--- config.mk ---
export PLATFORM = sky130hd
export DESIGN_NAME = led_blink_priority_sequencer_top
export DESIGN_NICKNAME = d
export VERILOG_FILES = /design/src/rtl/lbps_pkg.sv /design/src/rtl/lbps_div_const.sv /design/src/rtl/lbps_core.sv /design/src/rtl/led_blink_priority_sequencer_top.sv
export SDC_FILE = /design/constraint.sdc
export NUM_CORES = 1
export LEC_CHECK = 0
export BUFFER_PORTS_ARGS = -buffer_cell sky130_fd_sc_hd__buf_4
export CORE_MARGIN = 3
export CORE_UTILIZATION = 40
export CTS_BUF_LIST = sky130_fd_sc_hd__clkbuf_4
export DETAILED_ROUTE_END_ITERATION = 8
export GPL_ROUTABILITY_DRIVEN = 0
export PLACE_DENSITY = 0.66
export SYNTH_ARGS = -nofsm -noshare
export SYNTH_HDL_FRONTEND = slang
export SYNTH_HIERARCHICAL = 1
export SYNTH_SLANG_ARGS = --single-unit
--- constraint.sdc ---
create_clock -name clk_i -period 11.3 [get_ports clk_i]
set_input_delay 1.13 -clock clk_i [delete_from_list [all_inputs] [get_ports clk_i]]
set_output_delay 1.13 -clock clk_i [all_outputs]
set_load 0.1 [all_outputs]
--- src/rtl/lbps_pkg.sv ---
// Shared types, request codes and helper functions for the LED blink
// priority sequencer. No dependencies; every other RTL file imports it.
`default_nettype none

package lbps_pkg;

  // Field widths
  localparam int unsigned LenW       = 17;
  localparam int unsigned MsW        = 16;
  localparam int unsigned ReqW       = 2;
  localparam int unsigned InTdataW   = 88;
  localparam int unsigned OutTdataW  = 8;

  // Default tick period in milliseconds
  localparam int unsigned TickMsDefault = 50;

  // Request kinds carried on the input tuser
  typedef enum logic [ReqW-1:0] {
    REQ_TICK = 2'd0,
    REQ_BASE = 2'd1,
    REQ_OVR  = 2'd2
  } req_e;

  // One input request after the input register
  typedef struct packed {
    req_e                   kind;
    logic                   red;
    logic                   green;
    logic                   blue;
    logic signed [LenW-1:0] base_on;
    logic signed [LenW-1:0] base_off;
    logic [MsW-1:0]         on_ms;
    logic [MsW-1:0]         off_ms;
    logic [MsW-1:0]         cycles;
  } req_t;

  // Drive and status seen by the user after a request
  typedef struct packed {
    logic ovr;
    logic timer;
    logic blue;
    logic green;
    logic red;
    logic lamp;
  } status_t;

  // Drive word: bit0 lamp, bit1 red, bit2 green, bit3 blue.
  // Override level shows white; no color at all only clears the lamp.
  function automatic logic [3:0] apply_colors(input logic       level,
                                              input logic [2:0] colors,
                                              input logic [3:0] drive);
    logic [2:0] c;
    logic [3:0] res;
    c   = level ? 3'b111 : colors;
    res = drive;
    if (c == 3'b000) begin
      res[0] = 1'b0;
    end else begin
      res = {c, 1'b1};
    end
    return res;
  endfunction

endpackage

`default_nettype wire

--- src/rtl/lbps_div_const.sv ---
// Unsigned 16-bit divide by a constant, done as a multiply by a rounded-up
// reciprocal that is exact over the whole input range. Uses lbps_pkg.
`default_nettype none

module lbps_div_const #(
  parameter int unsigned DIVISOR = lbps_pkg::TickMsDefault
) (
  input  wire logic [lbps_pkg::MsW-1:0] dividend_i,
  output logic      [lbps_pkg::MsW-1:0] quotient_o
);
  import lbps_pkg::*;

  // Shift of N plus ceil(log2 D) bits makes the ceiling reciprocal exact
  localparam int unsigned Shift = MsW + $clog2(DIVISOR);
  localparam int unsigned ProdW = Shift + MsW;
  localparam int unsigned MultW = MsW + 2;
  localparam longint unsigned MultFull =
    ((64'd1 << Shift) + 64'(DIVISOR) - 64'd1) / 64'(DIVISOR);
  localparam logic [MultW-1:0] Mult = MultW'(MultFull);

  logic [ProdW-1:0] prod;

  // Multiply and keep the integer part
  assign prod       = ProdW'(dividend_i) * ProdW'(Mult);
  assign quotient_o = prod[Shift +: MsW];

endmodule

`default_nettype wire

--- src/rtl/lbps_core.sv ---
// Sequencer state and its combinational update for base, override and tick
// requests. Uses lbps_pkg and two lbps_div_const instances.
`default_nettype none

module lbps_core #(
  parameter int unsigned TICK_MS = lbps_pkg::TickMsDefault
) (
  input  wire logic             clk_i,
  input  wire logic             rst_ni,
  input  wire logic             step_i,
  input  wire lbps_pkg::req_t   req_i,
  output lbps_pkg::status_t     status_o
);
  import lbps_pkg::*;

  logic                   level_q, level_d;
  logic [2:0]             colors_q, colors_d;
  logic signed [LenW-1:0] base_on_q, base_on_d;
  logic signed [LenW-1:0] base_off_q, base_off_d;
  logic signed [LenW-1:0] ovr_on_q, ovr_on_d;
  logic signed [LenW-1:0] ovr_off_q, ovr_off_d;
  logic signed [LenW-1:0] cycles_q, cycles_d;
  logic signed [LenW-1:0] on_cnt_q, on_cnt_d;
  logic signed [LenW-1:0] off_cnt_q, off_cnt_d;
  logic [3:0]             drive_q, drive_d;
  logic                   tick_en_q, tick_en_d;

  logic [MsW-1:0]         on_ticks, off_ticks;
  logic signed [LenW-1:0] on_len, off_len;

  // Convert override times from ms to ticks
  lbps_div_const #(.DIVISOR(TICK_MS)) u_div_on (
    .dividend_i (req_i.on_ms),
    .quotient_o (on_ticks)
  );

  lbps_div_const #(.DIVISOR(TICK_MS)) u_div_off (
    .dividend_i (req_i.off_ms),
    .quotient_o (off_ticks)
  );

  // Lengths of the level now selected
  assign on_len  = level_q ? ovr_on_q  : base_on_q;
  assign off_len = level_q ? ovr_off_q : base_off_q;

  // Next state for the request in the input register
  always_comb begin
    level_d    = level_q;
    colors_d   = colors_q;
    base_on_d  = base_on_q;
    base_off_d = base_off_q;
    ovr_on_d   = ovr_on_q;
    ovr_off_d  = ovr_off_q;
    cycles_d   = cycles_q;
    on_cnt_d   = on_cnt_q;
    off_cnt_d  = off_cnt_q;
    drive_d    = drive_q;
    tick_en_d  = tick_en_q;
    case (req_i.kind)
      REQ_TICK: begin
        if (tick_en_q) begin
          if (on_len < 17'sd0 || off_len < 17'sd0) begin
            // Fixed state: fall back to base and stop where it says so
            level_d = 1'b0;
            if (base_off_q == -17'sd1) begin
              drive_d[0] = 1'b0;
              tick_en_d  = 1'b0;
            end else if (base_on_q == -17'sd1) begin
              drive_d[0] = 1'b1;
              drive_d    = apply_colors(1'b0, colors_q, drive_d);
              tick_en_d  = 1'b0;
            end
          end else if (on_cnt_q != 17'sd0) begin
            // On phase: light the lamp and count down
            drive_d    = apply_colors(level_q, colors_q, drive_q);
            drive_d[0] = 1'b1;
            on_cnt_d   = on_cnt_q - 17'sd1;
            if (on_cnt_d <= 17'sd0) begin
              off_cnt_d = off_len;
            end
          end else if (off_cnt_q != 17'sd0) begin
            // Off phase: dark lamp, count down, close one blink cycle
            drive_d[0] = 1'b0;
            off_cnt_d  = off_cnt_q - 17'sd1;
            if (off_cnt_d <= 17'sd0) begin
              if (level_q) begin
                cycles_d = cycles_q - 17'sd1;
                if (cycles_d <= 17'sd0) begin
                  level_d = 1'b0;
                end
              end
              on_cnt_d = level_d ? ovr_on_q : base_on_q;
            end
          end
        end
      end
      REQ_BASE: begin
        colors_d   = {req_i.blue, req_i.green, req_i.red};
        base_on_d  = req_i.base_on;
        base_off_d = req_i.base_off;
        // Reload counters only while the override is not selected
        if (!level_q) begin
          on_cnt_d  = req_i.base_on;
          off_cnt_d = req_i.base_off;
          drive_d   = apply_colors(1'b0, colors_d, drive_q);
        end
        tick_en_d = 1'b1;
      end
      REQ_OVR: begin
        level_d   = 1'b1;
        ovr_on_d  = {1'b0, on_ticks};
        ovr_off_d = {1'b0, off_ticks};
        cycles_d  = {1'b0, req_i.cycles};
        on_cnt_d  = {1'b0, on_ticks};
        off_cnt_d = {1'b0, off_ticks};
        tick_en_d = 1'b1;
      end
      default: begin
      end
    endcase
  end

  // Commit the update when the request moves to the result register
  always_ff @(posedge clk_i or negedge rst_ni) begin
    if (!rst_ni) begin
      level_q    <= 1'b0;
      colors_q   <= 3'b000;
      base_on_q  <= 17'sd0;
      base_off_q <= -17'sd1;
      ovr_on_q   <= 17'sd0;
      ovr_off_q  <= 17'sd0;
      cycles_q   <= 17'sd0;
      on_cnt_q   <= 17'sd0;
      off_cnt_q  <= -17'sd1;
      drive_q    <= 4'b0000;
      tick_en_q  <= 1'b0;
    end else if (step_i) begin
      level_q    <= level_d;
      colors_q   <= colors_d;
      base_on_q  <= base_on_d;
      base_off_q <= base_off_d;
      ovr_on_q   <= ovr_on_d;
      ovr_off_q  <= ovr_off_d;
      cycles_q   <= cycles_d;
      on_cnt_q   <= on_cnt_d;
      off_cnt_q  <= off_cnt_d;
      drive_q    <= drive_d;
      tick_en_q  <= tick_en_d;
    end
  end

  // Report the state after this request
  assign status_o.lamp  = drive_d[0];
  assign status_o.red   = drive_d[1];
  assign status_o.green = drive_d[2];
  assign status_o.blue  = drive_d[3];
  assign status_o.timer = tick_en_d;
  assign status_o.ovr   = level_d;

`ifndef NO_ASSERTIONS
  // An override request always selects the override level
  a_ovr_selects: assert property (@(posedge clk_i) disable iff (!rst_ni)
    step_i && req_i.kind == REQ_OVR |=> level_q)
    else $error("override request did not select override level");

  // A base request always starts the timer
  a_base_starts: assert property (@(posedge clk_i) disable iff (!rst_ni)
    step_i && req_i.kind == REQ_BASE |=> tick_en_q)
    else $error("base request did not start the timer");

  // A tick while stopped leaves counters and drives alone
  a_stopped_tick: assert property (@(posedge clk_i) disable iff (!rst_ni)
    step_i && req_i.kind == REQ_TICK && !tick_en_q |=>
      $stable(on_cnt_q) && $stable(off_cnt_q) && $stable(drive_q))
    else $error("tick changed state while timer stopped");

  // The timer only stops on a tick
  a_stop_on_tick: assert property (@(posedge clk_i) disable iff (!rst_ni)
    $fell(tick_en_q) |-> $past(step_i && req_i.kind == REQ_TICK))
    else $error("timer stopped without a tick");
`endif

endmodule

`default_nettype wire

--- src/rtl/led_blink_priority_sequencer_top.sv ---
// Top level of the LED blink priority sequencer: stream ports, input
// register and result register around lbps_core. Uses lbps_pkg.
`default_nettype none

// RGB LED blink sequencer with a base and an override level. Every request
// (tick, set base pattern, start override) yields one status result: the
// lamp enable, the three color drives, the timer state and the selected
// level after the request. One request is taken per clock cycle while the
// output side is ready; a request waits in the input register while the
// state update and the ms-to-tick conversion (a constant reciprocal
// multiply) run, and its result is loaded into the result register as
// the request advances, while a new request can enter the input register.
// The whole update is a single register-to-register pass over the stored
// state. A stalled output holds the result and backs up into the input
// register. No memory and no start-up clearing.

module led_blink_priority_sequencer_top #(
  parameter int unsigned TICK_MS = lbps_pkg::TickMsDefault
) (
  input  wire logic                              clk_i,
  input  wire logic                              rst_ni,
  input  wire logic                              s_axis_tvalid_i,
  output logic                                   s_axis_tready_o,
  // red[0], green[1], blue[2], base_on_ticks[19:3], base_off_ticks[36:20],
  // ovr_on_ms[52:37], ovr_off_ms[68:53], ovr_cycles[84:69], zero[87:85]
  input  wire logic [lbps_pkg::InTdataW-1:0]     s_axis_tdata_i,
  // req_type[1:0]
  input  wire logic [lbps_pkg::ReqW-1:0]         s_axis_tuser_i,
  output logic                                   m_axis_tvalid_o,
  input  wire logic                              m_axis_tready_i,
  // lamp_enable[0], red_drive[1], green_drive[2], blue_drive[3],
  // timer_running[4], override_active[5], zero[7:6]
  output logic [lbps_pkg::OutTdataW-1:0]         m_axis_tdata_o
);
  import lbps_pkg::*;

  logic    in_valid_q;
  req_t    req_q, req_d;
  logic    out_valid_q;
  status_t out_q;
  status_t status;
  logic    step;
  logic    in_fire;

  // Advance when the result register is free or being emptied
  assign step            = in_valid_q && (!out_valid_q || m_axis_tready_i);
  assign s_axis_tready_o = !in_valid_q || step;
  assign in_fire         = s_axis_tvalid_i && s_axis_tready_o;

  // Unpack the request
  always_comb begin
    req_d.kind     = req_e'(s_axis_tuser_i);
    req_d.red      = s_axis_tdata_i[0];
    req_d.green    = s_axis_tdata_i[1];
    req_d.blue     = s_axis_tdata_i[2];
    req_d.base_on  = s_axis_tdata_i[19:3];
    req_d.base_off = s_axis_tdata_i[36:20];
    req_d.on_ms    = s_axis_tdata_i[52:37];
    req_d.off_ms   = s_axis_tdata_i[68:53];
    req_d.cycles   = s_axis_tdata_i[84:69];
  end

  // Hold the request in the input register
  always_ff @(posedge clk_i or negedge rst_ni) begin
    if (!rst_ni) begin
      in_valid_q <= 1'b0;
    end else if (s_axis_tready_o) begin
      in_valid_q <= s_axis_tvalid_i;
    end
  end

  always_ff @(posedge clk_i) begin
    if (in_fire) begin
      req_q <= req_d;
    end
  end

  lbps_core #(.TICK_MS(TICK_MS)) u_core (
    .clk_i    (clk_i),
    .rst_ni   (rst_ni),
    .step_i   (step),
    .req_i    (req_q),
    .status_o (status)
  );

  // Hold the result until the output side takes it
  always_ff @(posedge clk_i or negedge rst_ni) begin
    if (!rst_ni) begin
      out_valid_q <= 1'b0;
    end else if (step) begin
      out_valid_q <= 1'b1;
    end else if (m_axis_tready_i) begin
      out_valid_q <= 1'b0;
    end
  end

  always_ff @(posedge clk_i) begin
    if (step) begin
      out_q <= status;
    end
  end

  assign m_axis_tvalid_o = out_valid_q;
  assign m_axis_tdata_o  = {2'b00, out_q.ovr, out_q.timer, out_q.blue,
                            out_q.green, out_q.red, out_q.lamp};

endmodule

`default_nettype wire

==> impl_table.tex, run 1 <==
\begin{tabular}{lr}
\hline
Metric & Value \\
\hline
\multicolumn{2}{l}{\textbf{Detailed routing}} \\
Vias after detailed routing & between 15000 and 20000 \\
DRC errors left & 0 \\
Routed vias/inst & 5.341 \\
Remaining number of nets flagged by the antenna check after routing & 0 \\
Number of search-and-repair iterations in the first detailed-routing pass & 5 \\
Number of design-rule violations left by the first detailed-router iteration & 815 \\
Post-DR wirelength/cell & 17.17 um \\
Final wirelength & 49.06 mm \\
\multicolumn{2}{l}{\textbf{Floorplan}} \\
Top-level port count & 104 \\
Standard-cell row count & a little over 80 \\
Die X-Extent & 235.0 um \\
Overall die area & 55210 um\^{}2 \\
Chip height & 235.0 um \\
Area of the core & between 50000 and 60000 um\^{}2 \\
Starting Density & 40.63\% \\
\multicolumn{2}{l}{\textbf{GRT}} \\
Global route total overflow & 0 \\
Largest net degree at the start of global routing & 75 \\
Overall global routing resource usage & 18.13\% \\
Via count of the first global-routing pass & 16340 \\
First-pass GRT wire length & 82.04 mm \\
Number of antenna violations at the first check in global routing & 4 \\
\multicolumn{2}{l}{\textbf{Clock tree}} \\
Clock tree buffer depth & 3 \\
Clk sink count & 221 \\
CTS-repair resized insts & 0 \\
Clock transition time at the flip-flop clock pins of the worst setup and hold paths & 0.07 ns \\
Clk root buf & sky130\_fd\_sc\_hd\_\_clkbuf\_4 \\
Number of levels in the clock H-tree & 3 \\
Post CTS Setup Buffer Count & 0 \\
Cts hold-fix bufs & 0 \\
Source-to-sink clock delay at the later pin of the worst-skew pair & 0.77 ns \\
Clock tree from TritonCTS & built \\
Cts bufs inserted & 66 \\
\multicolumn{2}{l}{\textbf{Timing}} \\
Worst hold slack & between 0.4 and 0.5 ns \\
Max Slew Vio Count & 0 \\
Setup violators final & 0 \\
Tmin final & 6.529 ns \\
Final sum of negative setup slack & 0 ns \\
Period utilization & 57.78\% \\
Unrepaired setup endpoints after global routing & no \\
Fmax & 153.2 MHz \\
Hold Fails Final Rpt & 0 \\
Worst relative slew slack & around 22\% \\
Actual transition at the worst max-transition pin & 1.166 ns \\
Skew final & between 0.04 and 0.05 ns \\
\multicolumn{2}{l}{\textbf{Final layout}} \\
Register Area & between 6000 and 7000 um\^{}2 \\
Combined area of the multi-input logic cells & about 13000 um\^{}2 \\
Proportion of layout cells with a drive suffix above 1 & 17.57\% \\
Number of filler cells placed in the layout & 4839 \\
Area added between synthesis and finish & 10.93\% \\
Final net count & 2684 \\
\multicolumn{2}{l}{\textbf{Synth}} \\
Total standard cell area after synthesis & between 20000 and 25000 um\^{}2 \\
Part of the Yosys area used for sequential elements & 28.80\% \\
Leading register cell type out of synthesis & sky130\_fd\_sc\_hd\_\_dfrtp\_1 \\
Flops \& latches, synth & 221 \\
Distinct cells, synth & 85 \\
Syn avg cell area & 10.46 um\^{}2 \\
EDFF count, synth & slightly above 90 \\
Main area contributors after synthesis & sky130\_fd\_sc\_hd\_\_fa\_1 (19\%), sky130\_fd\_sc\_hd\_\_ha\_1 (16\%), sky130\_fd\_sc\_hd\_\_edfxtp\_1 (13\%), sky130\_fd\_sc\_hd\_\_dfrtp\_1 (11\%), sky130\_fd\_sc\_hd\_\_inv\_1 (6.7\%) \\
Biggest area consumer among synthesized cells & sky130\_fd\_sc\_hd\_\_fa\_1 \\
Share of flip-flops with an asynchronous set or reset after synthesis & 57.92\% \\
Total number of yosys warnings & 6 \\
Area fraction of the dominant cell type after synthesis & 18.52\% \\
Cell count after synthesis & 2004 \\
\multicolumn{2}{l}{\textbf{Outcome}} \\
Run status & complete, no violations \\
\multicolumn{2}{l}{\textbf{Power and ir drop}} \\
Worst voltage drop across the vdd grid & 255.2 uV \\
P\_leak & roughly 11 nW \\
Power per cell area & 309.8 nW/um\^{}2 \\
\multicolumn{2}{l}{\textbf{Critical path}} \\
Critical path arrival & 7.23 ns \\
Reg-to-reg slack, setup & approximately 4.8 ns \\
Endpoint required time on the critical path & 12.00 ns \\
Crit. End Element & flop \\
Crit Reg-Reg Endpoint & u\_core/off\_cnt\_q[7] \\
Crit path max fanout & 6 \\
WS Path Type & flop to flop \\
Reg-to-Reg Start & req\_q[17] \\
CP Launch Type & flop \\
Number of cells on the worst reg-to-reg path & 21 \\
Capturing element of the worst setup path & u\_core/off\_cnt\_q[7] \\
Start point of the critical path & req\_q[17] \\
\multicolumn{2}{l}{\textbf{Hold path}} \\
Worst min path class & input port to async pin \\
\multicolumn{2}{l}{\textbf{Run}} \\
Number of max-cap violations & 0 \\
\multicolumn{2}{l}{\textbf{Place}} \\
Count of input and output buffers & 98 \\
Final HPWL DP & 37.11 mm \\
\hline
\end{tabular}
## worst max-delay path, stage by stage (launching register included)
cell	delay, ns
sky130_fd_sc_hd__edfxtp_1	0.56
sky130_fd_sc_hd__fa_1	0.71
sky130_fd_sc_hd__inv_1	0.09
sky130_fd_sc_hd__fa_1	0.43
sky130_fd_sc_hd__fa_1	0.52
sky130_fd_sc_hd__fa_1	0.56
sky130_fd_sc_hd__inv_1	0.05
sky130_fd_sc_hd__fa_1	0.48
sky130_fd_sc_hd__inv_1	0.06
sky130_fd_sc_hd__fa_1	0.53
sky130_fd_sc_hd__inv_1	0.04
sky130_fd_sc_hd__ha_1	0.36
sky130_fd_sc_hd__o21ai_0	0.18
sky130_fd_sc_hd__nor2_1	0.05
sky130_fd_sc_hd__a211oi_1	0.32
sky130_fd_sc_hd__o22ai_1	0.23
sky130_fd_sc_hd__a31oi_1	0.36
sky130_fd_sc_hd__o21bai_1	0.12
sky130_fd_sc_hd__xor2_1	0.16
sky130_fd_sc_hd__a221oi_1	0.32
sky130_fd_sc_hd__a31oi_1	0.07
sky130_fd_sc_hd__mux2_2	0.28
## cells in the mapped netlist, types with 34 or more instances
master and n:
sky130_fd_sc_hd__edfxtp_1 93, sky130_fd_sc_hd__mux2_2 87, sky130_fd_sc_hd__nand2_1 70, sky130_fd_sc_hd__a21oi_1 97
sky130_fd_sc_hd__dfstp_2 34, sky130_fd_sc_hd__inv_1 375, sky130_fd_sc_hd__dfrtp_1 94, sky130_fd_sc_hd__o21ai_0 73
sky130_fd_sc_hd__ha_1 276, sky130_fd_sc_hd__clkbuf_1 49, sky130_fd_sc_hd__fa_1 194, sky130_fd_sc_hd__nor2_1 87
## flip-flops by register name (all words and copies together), names as in the netlist, 4 cells and up
register / count
req_q: 87
u_core/base_off_q: 17
u_core/base_on_q: 17
u_core/cycles_q: 17
u_core/off_cnt_q: 17
u_core/on_cnt_q: 17
u_core/ovr_off_q: 16
u_core/ovr_on_q: 16
m_axis_tdata_o: 6
u_core/drive_q: 4
## kinds of logic (layout without fill, tap and decap cells)
logic type               Yosys count  after routing  synth area share [%]
adder cells (fa/ha/maj)          470            470                 34.99
buffers and inverters            451            612                 8.390
AO/OA/AOI/OAI                    370            370                 11.72
AND/OR/NAND/NOR                  332            332                 8.288
flip-flops                       221            221                 28.80
multiplexers                     115            115                 6.009
XOR/XNOR                          42             42                 1.754
other                              3             15               0.05370
## worst min path at each step
stage	start	end	slack (ns)	depth (start not counted)
after floorplan	u_core/off_cnt_q[14]	u_core/off_cnt_q[14]	0.46	2
after global placement	u_core/off_cnt_q[14]	u_core/off_cnt_q[14]	0.48	2
after detailed placement	u_core/off_cnt_q[6]	u_core/off_cnt_q[6]	0.48	2
after CTS	rst_ni	u_core/cycles_q[12]	0.34	1
after global routing	rst_ni	u_core/cycles_q[5]	0.37	1
final	rst_ni	u_core/cycles_q[5]	0.41	1
## report_power, final
| part | total [mW] | leakage (nW) | switching [mW] | internal (mW) |
|---|---|---|---|---|
| Sequential | 1.30 | 2.35 | 0.226 | 1.08 |
| Clock | 0.804 | 0.509 | 0.385 | 0.419 |
| Combinational | 5.10 | 8.22 | 2.99 | 2.11 |
## layout by cell type (no fill, tap or decap), types with 12 or more instances in the layout
cell type / netlist / final
sky130_fd_sc_hd__ha_1: 276 / 276
sky130_fd_sc_hd__a221o_1: 15 / 15
sky130_fd_sc_hd__conb_1: 3 / 12
sky130_fd_sc_hd__nand2_1: 70 / 70
sky130_fd_sc_hd__mux2_2: 87 / 87
sky130_fd_sc_hd__xnor2_1: 22 / 22
sky130_fd_sc_hd__nand4_1: 24 / 24
sky130_fd_sc_hd__o211ai_1: 17 / 17
sky130_fd_sc_hd__clkbuf_4: 0 / 96
sky130_fd_sc_hd__inv_1: 375 / 375
sky130_fd_sc_hd__nor2_1: 87 / 87
sky130_fd_sc_hd__buf_4: 15 / 115
sky130_fd_sc_hd__nor4_1: 14 / 13
sky130_fd_sc_hd__nor3_1: 18 / 18
sky130_fd_sc_hd__edfxtp_1: 93 / 93
sky130_fd_sc_hd__a21oi_1: 97 / 97
sky130_fd_sc_hd__clkinv_1: 0 / 18
sky130_fd_sc_hd__or2_2: 16 / 16
sky130_fd_sc_hd__o21ai_0: 73 / 73
sky130_fd_sc_hd__fa_1: 194 / 194
sky130_fd_sc_hd__o21ai_1: 19 / 19
sky130_fd_sc_hd__xor2_1: 20 / 20
sky130_fd_sc_hd__a21o_1: 17 / 17
sky130_fd_sc_hd__a221oi_1: 13 / 13
sky130_fd_sc_hd__dfstp_2: 34 / 34
sky130_fd_sc_hd__dfrtp_1: 94 / 94
sky130_fd_sc_hd__mux2i_1: 28 / 28
sky130_fd_sc_hd__nand3_1: 30 / 30
## layout make-up
class / count / share of cell area [%]
multi-input cells: 1341 / 56.85
diodes: 3 / 0.03228
inverters: 375 / 6.052
flip-flops and latches: 221 / 25.96
clock inverters: 26 / 0.6401
clock buffers: 96 / 3.098
repair buffers: 115 / 3.712
well taps: 680 / 3.658
## stage by stage
| stage | cells | setup WS [ns] | util [%] | instance area, um^2 | power (mW) |
|---|---|---|---|---|---|
| after detailed placement | 2732 | 4.786 | 43.37 | 22380 | 6.346 |
| final | 2857 | 4.771 | 45.07 | 23260 | 7.205 |
| after global routing | 2857 | 4.401 | 45.07 | 23260 | 8.043 |
| after floorplan | 2013 | 5.513 | - | 21000 | 5.071 |
| after global placement | 2732 | 4.841 | 43.37 | 22380 | 6.191 |
| after CTS | 2854 | 4.766 | 45.05 | 23250 | 7.217 |
## per-layer routing
layer	up-vias	share of wire (%)	routed length (um)	track usage [%]
met1	7589	44	21760	23.44
met3	94	5.6	2731	3.768
met2	390	47	23080	30.01
met4	4	3.0	1472	6.733
li1	7181	-	-	-
met5	-	0.049	24	0
Note: power is estimated with default switching activity, not from simulation.
==> run 2, diff against run 1 <==
--- a/config.mk
+++ b/config.mk
@@ -5,6 +5,7 @@
 export SDC_FILE = /design/constraint.sdc
 export NUM_CORES = 1
 export LEC_CHECK = 0
+export ABC_AREA = 1
 export BUFFER_PORTS_ARGS = -buffer_cell sky130_fd_sc_hd__buf_4
 export CORE_MARGIN = 3
 export CORE_UTILIZATION = 40
==> constraint.sdc (replaced) <==
create_clock -name clk_i -period 6.65 [get_ports clk_i]
set_input_delay 0.665 -clock clk_i [delete_from_list [all_inputs] [get_ports clk_i]]
set_output_delay 0.665 -clock clk_i [all_outputs]
set_load 0.1 [all_outputs]
==> run 2 against run 1 <==
Critical path type unchanged. Non-clock buffer count grew 59. Via count increased by 20%. Utilization increased by 1.1 points.
==> impl_table.tex, run 2 <==
\begin{tabular}{lr}
\hline
Metric & Value \\
\hline
\multicolumn{2}{l}{\textbf{Clock tree}} \\
Post CTS Setup Buffer Count & 0 \\
Clk sink count & 221 \\
Number of levels in the clock H-tree & 3 \\
Clock tree from TritonCTS & built \\
Clk root buf & sky130\_fd\_sc\_hd\_\_clkbuf\_4 \\
Source-to-sink clock delay at the later pin of the worst-skew pair & 0.79 ns \\
CTS-repair resized insts & 0 \\
Clock tree buffer depth & 3 \\
Cts hold-fix bufs & 64 \\
Cts bufs inserted & 69 \\
Clock transition time at the flip-flop clock pins of the worst setup and hold paths & 0.06 ns \\
\multicolumn{2}{l}{\textbf{Synth}} \\
Syn avg cell area & 8.096 um\^{}2 \\
Flops \& latches, synth & between 200 and 250 \\
Main area contributors after synthesis & sky130\_fd\_sc\_hd\_\_fa\_1 (17\%), sky130\_fd\_sc\_hd\_\_ha\_1 (15\%), sky130\_fd\_sc\_hd\_\_edfxtp\_1 (12\%), sky130\_fd\_sc\_hd\_\_nand2\_1 (11\%), sky130\_fd\_sc\_hd\_\_dfrtp\_1 (10\%) \\
Total standard cell area after synthesis & 22680 um\^{}2 \\
Most frequent cells after synthesis & sky130\_fd\_sc\_hd\_\_nand2\_1 (688), sky130\_fd\_sc\_hd\_\_inv\_1 (573), sky130\_fd\_sc\_hd\_\_ha\_1 (276) \\
Post-synthesis share of cell area spent on full adders, half adders and majority gates & 32.35\% \\
Share of flip-flops with an asynchronous set or reset after synthesis & 57.92\% \\
Biggest area consumer among synthesized cells & sky130\_fd\_sc\_hd\_\_fa\_1 \\
Total number of yosys warnings & 6 \\
Fraction of synthesized area in multiplexers & 0.2979\% \\
Area fraction of the dominant cell type after synthesis & 17.13\% \\
Leading register cell type out of synthesis & sky130\_fd\_sc\_hd\_\_dfrtp\_1 \\
Part of the Yosys area used for sequential elements & between 20\% and 30\% \\
Compound-Gate Fraction of Synth Area & 6.560\% \\
Cell with the most instances after synthesis & sky130\_fd\_sc\_hd\_\_nand2\_1 \\
EDFF count, synth & slightly above 90 \\
Synth Area in Simple Gates & 21.99\% \\
XOR/XNOR share of the synthesized area & 0.9655\% \\
Distinct cells, synth & 53 \\
Cell count after synthesis & 2801 \\
Largest family of logic cells by synthesized area & adder cells \\
\multicolumn{2}{l}{\textbf{Detailed routing}} \\
Final wirelength & between 50 and 60 mm \\
Post-DR wirelength/cell & between 10 and 15 um \\
Number of design-rule violations left by the first detailed-router iteration & 1046 \\
Remaining number of nets flagged by the antenna check after routing & 0 \\
Number of search-and-repair iterations in the first detailed-routing pass & 5 \\
DRC errors left & 0 \\
Routed vias/inst & $\sim$4.8 \\
Vias after detailed routing & 18260 \\
\multicolumn{2}{l}{\textbf{Timing}} \\
Skew final & between 0.05 and 0.06 ns \\
Max Slew Vio Count & 0 \\
Hold Fails Final Rpt & 0 \\
Actual transition at the worst max-transition pin & approximately 1.1 ns \\
Worst relative slew slack & 24.23\% \\
Final worst setup slack & 0.9313 ns \\
Period utilization & a little under nine tenths \\
Fmax & 174.9 MHz \\
Unrepaired setup endpoints after global routing & no \\
Tmin final & 5.719 ns \\
Setup violators final & 0 \\
Final sum of negative setup slack & 0 ns \\
\multicolumn{2}{l}{\textbf{Hold path}} \\
Worst min path class & input port to flop \\
\multicolumn{2}{l}{\textbf{GRT}} \\
Via count of the first global-routing pass & about 19000 \\
First-pass GRT wire length & about 94 mm \\
Global route total overflow & 0 \\
Overall global routing resource usage & 19.63\% \\
Number of antenna violations at the first check in global routing & 1 \\
Largest net degree at the start of global routing & 74 \\
\multicolumn{2}{l}{\textbf{Critical path}} \\
Stage delay of the slowest cell on the critical path & 0.73 ns \\
Endpoint required time on the critical path & 7.33 ns \\
CP Launch Type & flop \\
Cell family contributing the most delay on the critical path & adder cells \\
Crit path max fanout & 5 \\
WS Path Type & flop to flop \\
Slowest cell on the critical path & sky130\_fd\_sc\_hd\_\_fa\_1 \\
Crit. End Element & flop \\
Critical path arrival & between 6 and 7 ns \\
Number of buffers and inverters on the critical path & 6 \\
Most repeated library cell on the critical path & sky130\_fd\_sc\_hd\_\_nand2\_1 \\
\multicolumn{2}{l}{\textbf{Floorplan}} \\
Die X-Extent & 244.1 um \\
Starting Density & about two fifths \\
Chip height & roughly 240 um \\
Top-level port count & between 100 and 150 \\
Overall die area & about 60000 um\^{}2 \\
Standard-cell row count & 86 \\
Area of the core & 55630 um\^{}2 \\
\multicolumn{2}{l}{\textbf{Place}} \\
Count of input and output buffers & 98 \\
Final HPWL DP & about 43 mm \\
Pre-CTS setup slack & 0.9721 ns \\
\multicolumn{2}{l}{\textbf{Final layout}} \\
Proportion of layout cells with a drive suffix above 1 & between 10\% and 20\% \\
Final net count & 3555 \\
Leading cell types in the layout, fill and taps excluded & sky130\_fd\_sc\_hd\_\_nand2\_1 (687), sky130\_fd\_sc\_hd\_\_inv\_1 (572), sky130\_fd\_sc\_hd\_\_ha\_1 (276) \\
Largest register FFs & 87 \\
Largest register by flop count & req\_q \\
Area added between synthesis and finish & 13.20\% \\
Number of filler cells placed in the layout & 5508 \\
Most common cell after layout, fill and taps aside & sky130\_fd\_sc\_hd\_\_nand2\_1 \\
\multicolumn{2}{l}{\textbf{Run}} \\
Number of max-cap violations & 0 \\
\multicolumn{2}{l}{\textbf{Outcome}} \\
Run status & complete, no violations \\
\hline
\end{tabular}
==> run 2: worst paths after layout <==
check	from	endpoint	slack (ns)	cells past startpoint
min	s_axis_tdata_i[35]	req_q[63]	0.09	1
min in group asynchronous	rst_ni	u_core/cycles_q[3]	0.46	2
max in group asynchronous	rst_ni	u_core/ovr_on_q[3]	4.80	3
min reg2reg	u_core/off_cnt_q[15]	u_core/off_cnt_q[15]	0.47	2
max	req_q[33]	u_core/on_cnt_q[0]	0.93	25
max reg2reg	req_q[33]	u_core/on_cnt_q[0]	0.93	25
==> run 2: cells by family (layout without fill, tap and decap cells) <==
family,count (synthesis),count (layout)
simple gates,1163,1163
flops,221,221
mux,6,6
other cells,3,13
xor+xnor,25,25
compound gates,267,267
buf+inv,646,878
fa+ha+maj,470,470
==> run 2: area by class of cell <==
type	instances	area [um^2]	area share [%]
Sequential cell	221	6038	23.52
Multi-Input combinational cell	1943	14150	55.10
Tap cell	748	935.9	3.646
Clock inverter	29	186.4	0.7262
Clock buffer	93	698.2	2.720
Timing Repair Buffer	174	1475	5.746
Antenna cell	1	2.502	0.009748
Inverter	582	2190	8.529
==> run 2: metrics by stage <==
step / instances / area, um^2 / hold WS (ns) / utilization (%)
floorplan: 2810 / 22710 / 0.3694 / -
global placement: 3602 / 24120 / 0.4520 / 43.37
detailed placement: 3602 / 24120 / 0.4626 / 43.37
CTS: 3788 / 25650 / 0.004319 / 46.11
global route: 3791 / 25670 / 0.003134 / 46.15
finish: 3791 / 25670 / 0.08588 / 46.15
==> run 2: per-layer routing <==
layer | share of wire [%] | vias up | global-route usage (%)
met3 | 5.1 | 113 | 3.300
li1 | - | 9211 | -
met4 | 3.6 | 0 | 7.407
met5 | 0 | - | 0
met1 | 46 | 8484 | 26.36
met2 | 46 | 453 | 31.83
Power of run 2 is left out: the tool's default activity adds up to more than one toggle a clock period on the data nets, which glitch-free logic cannot reach.
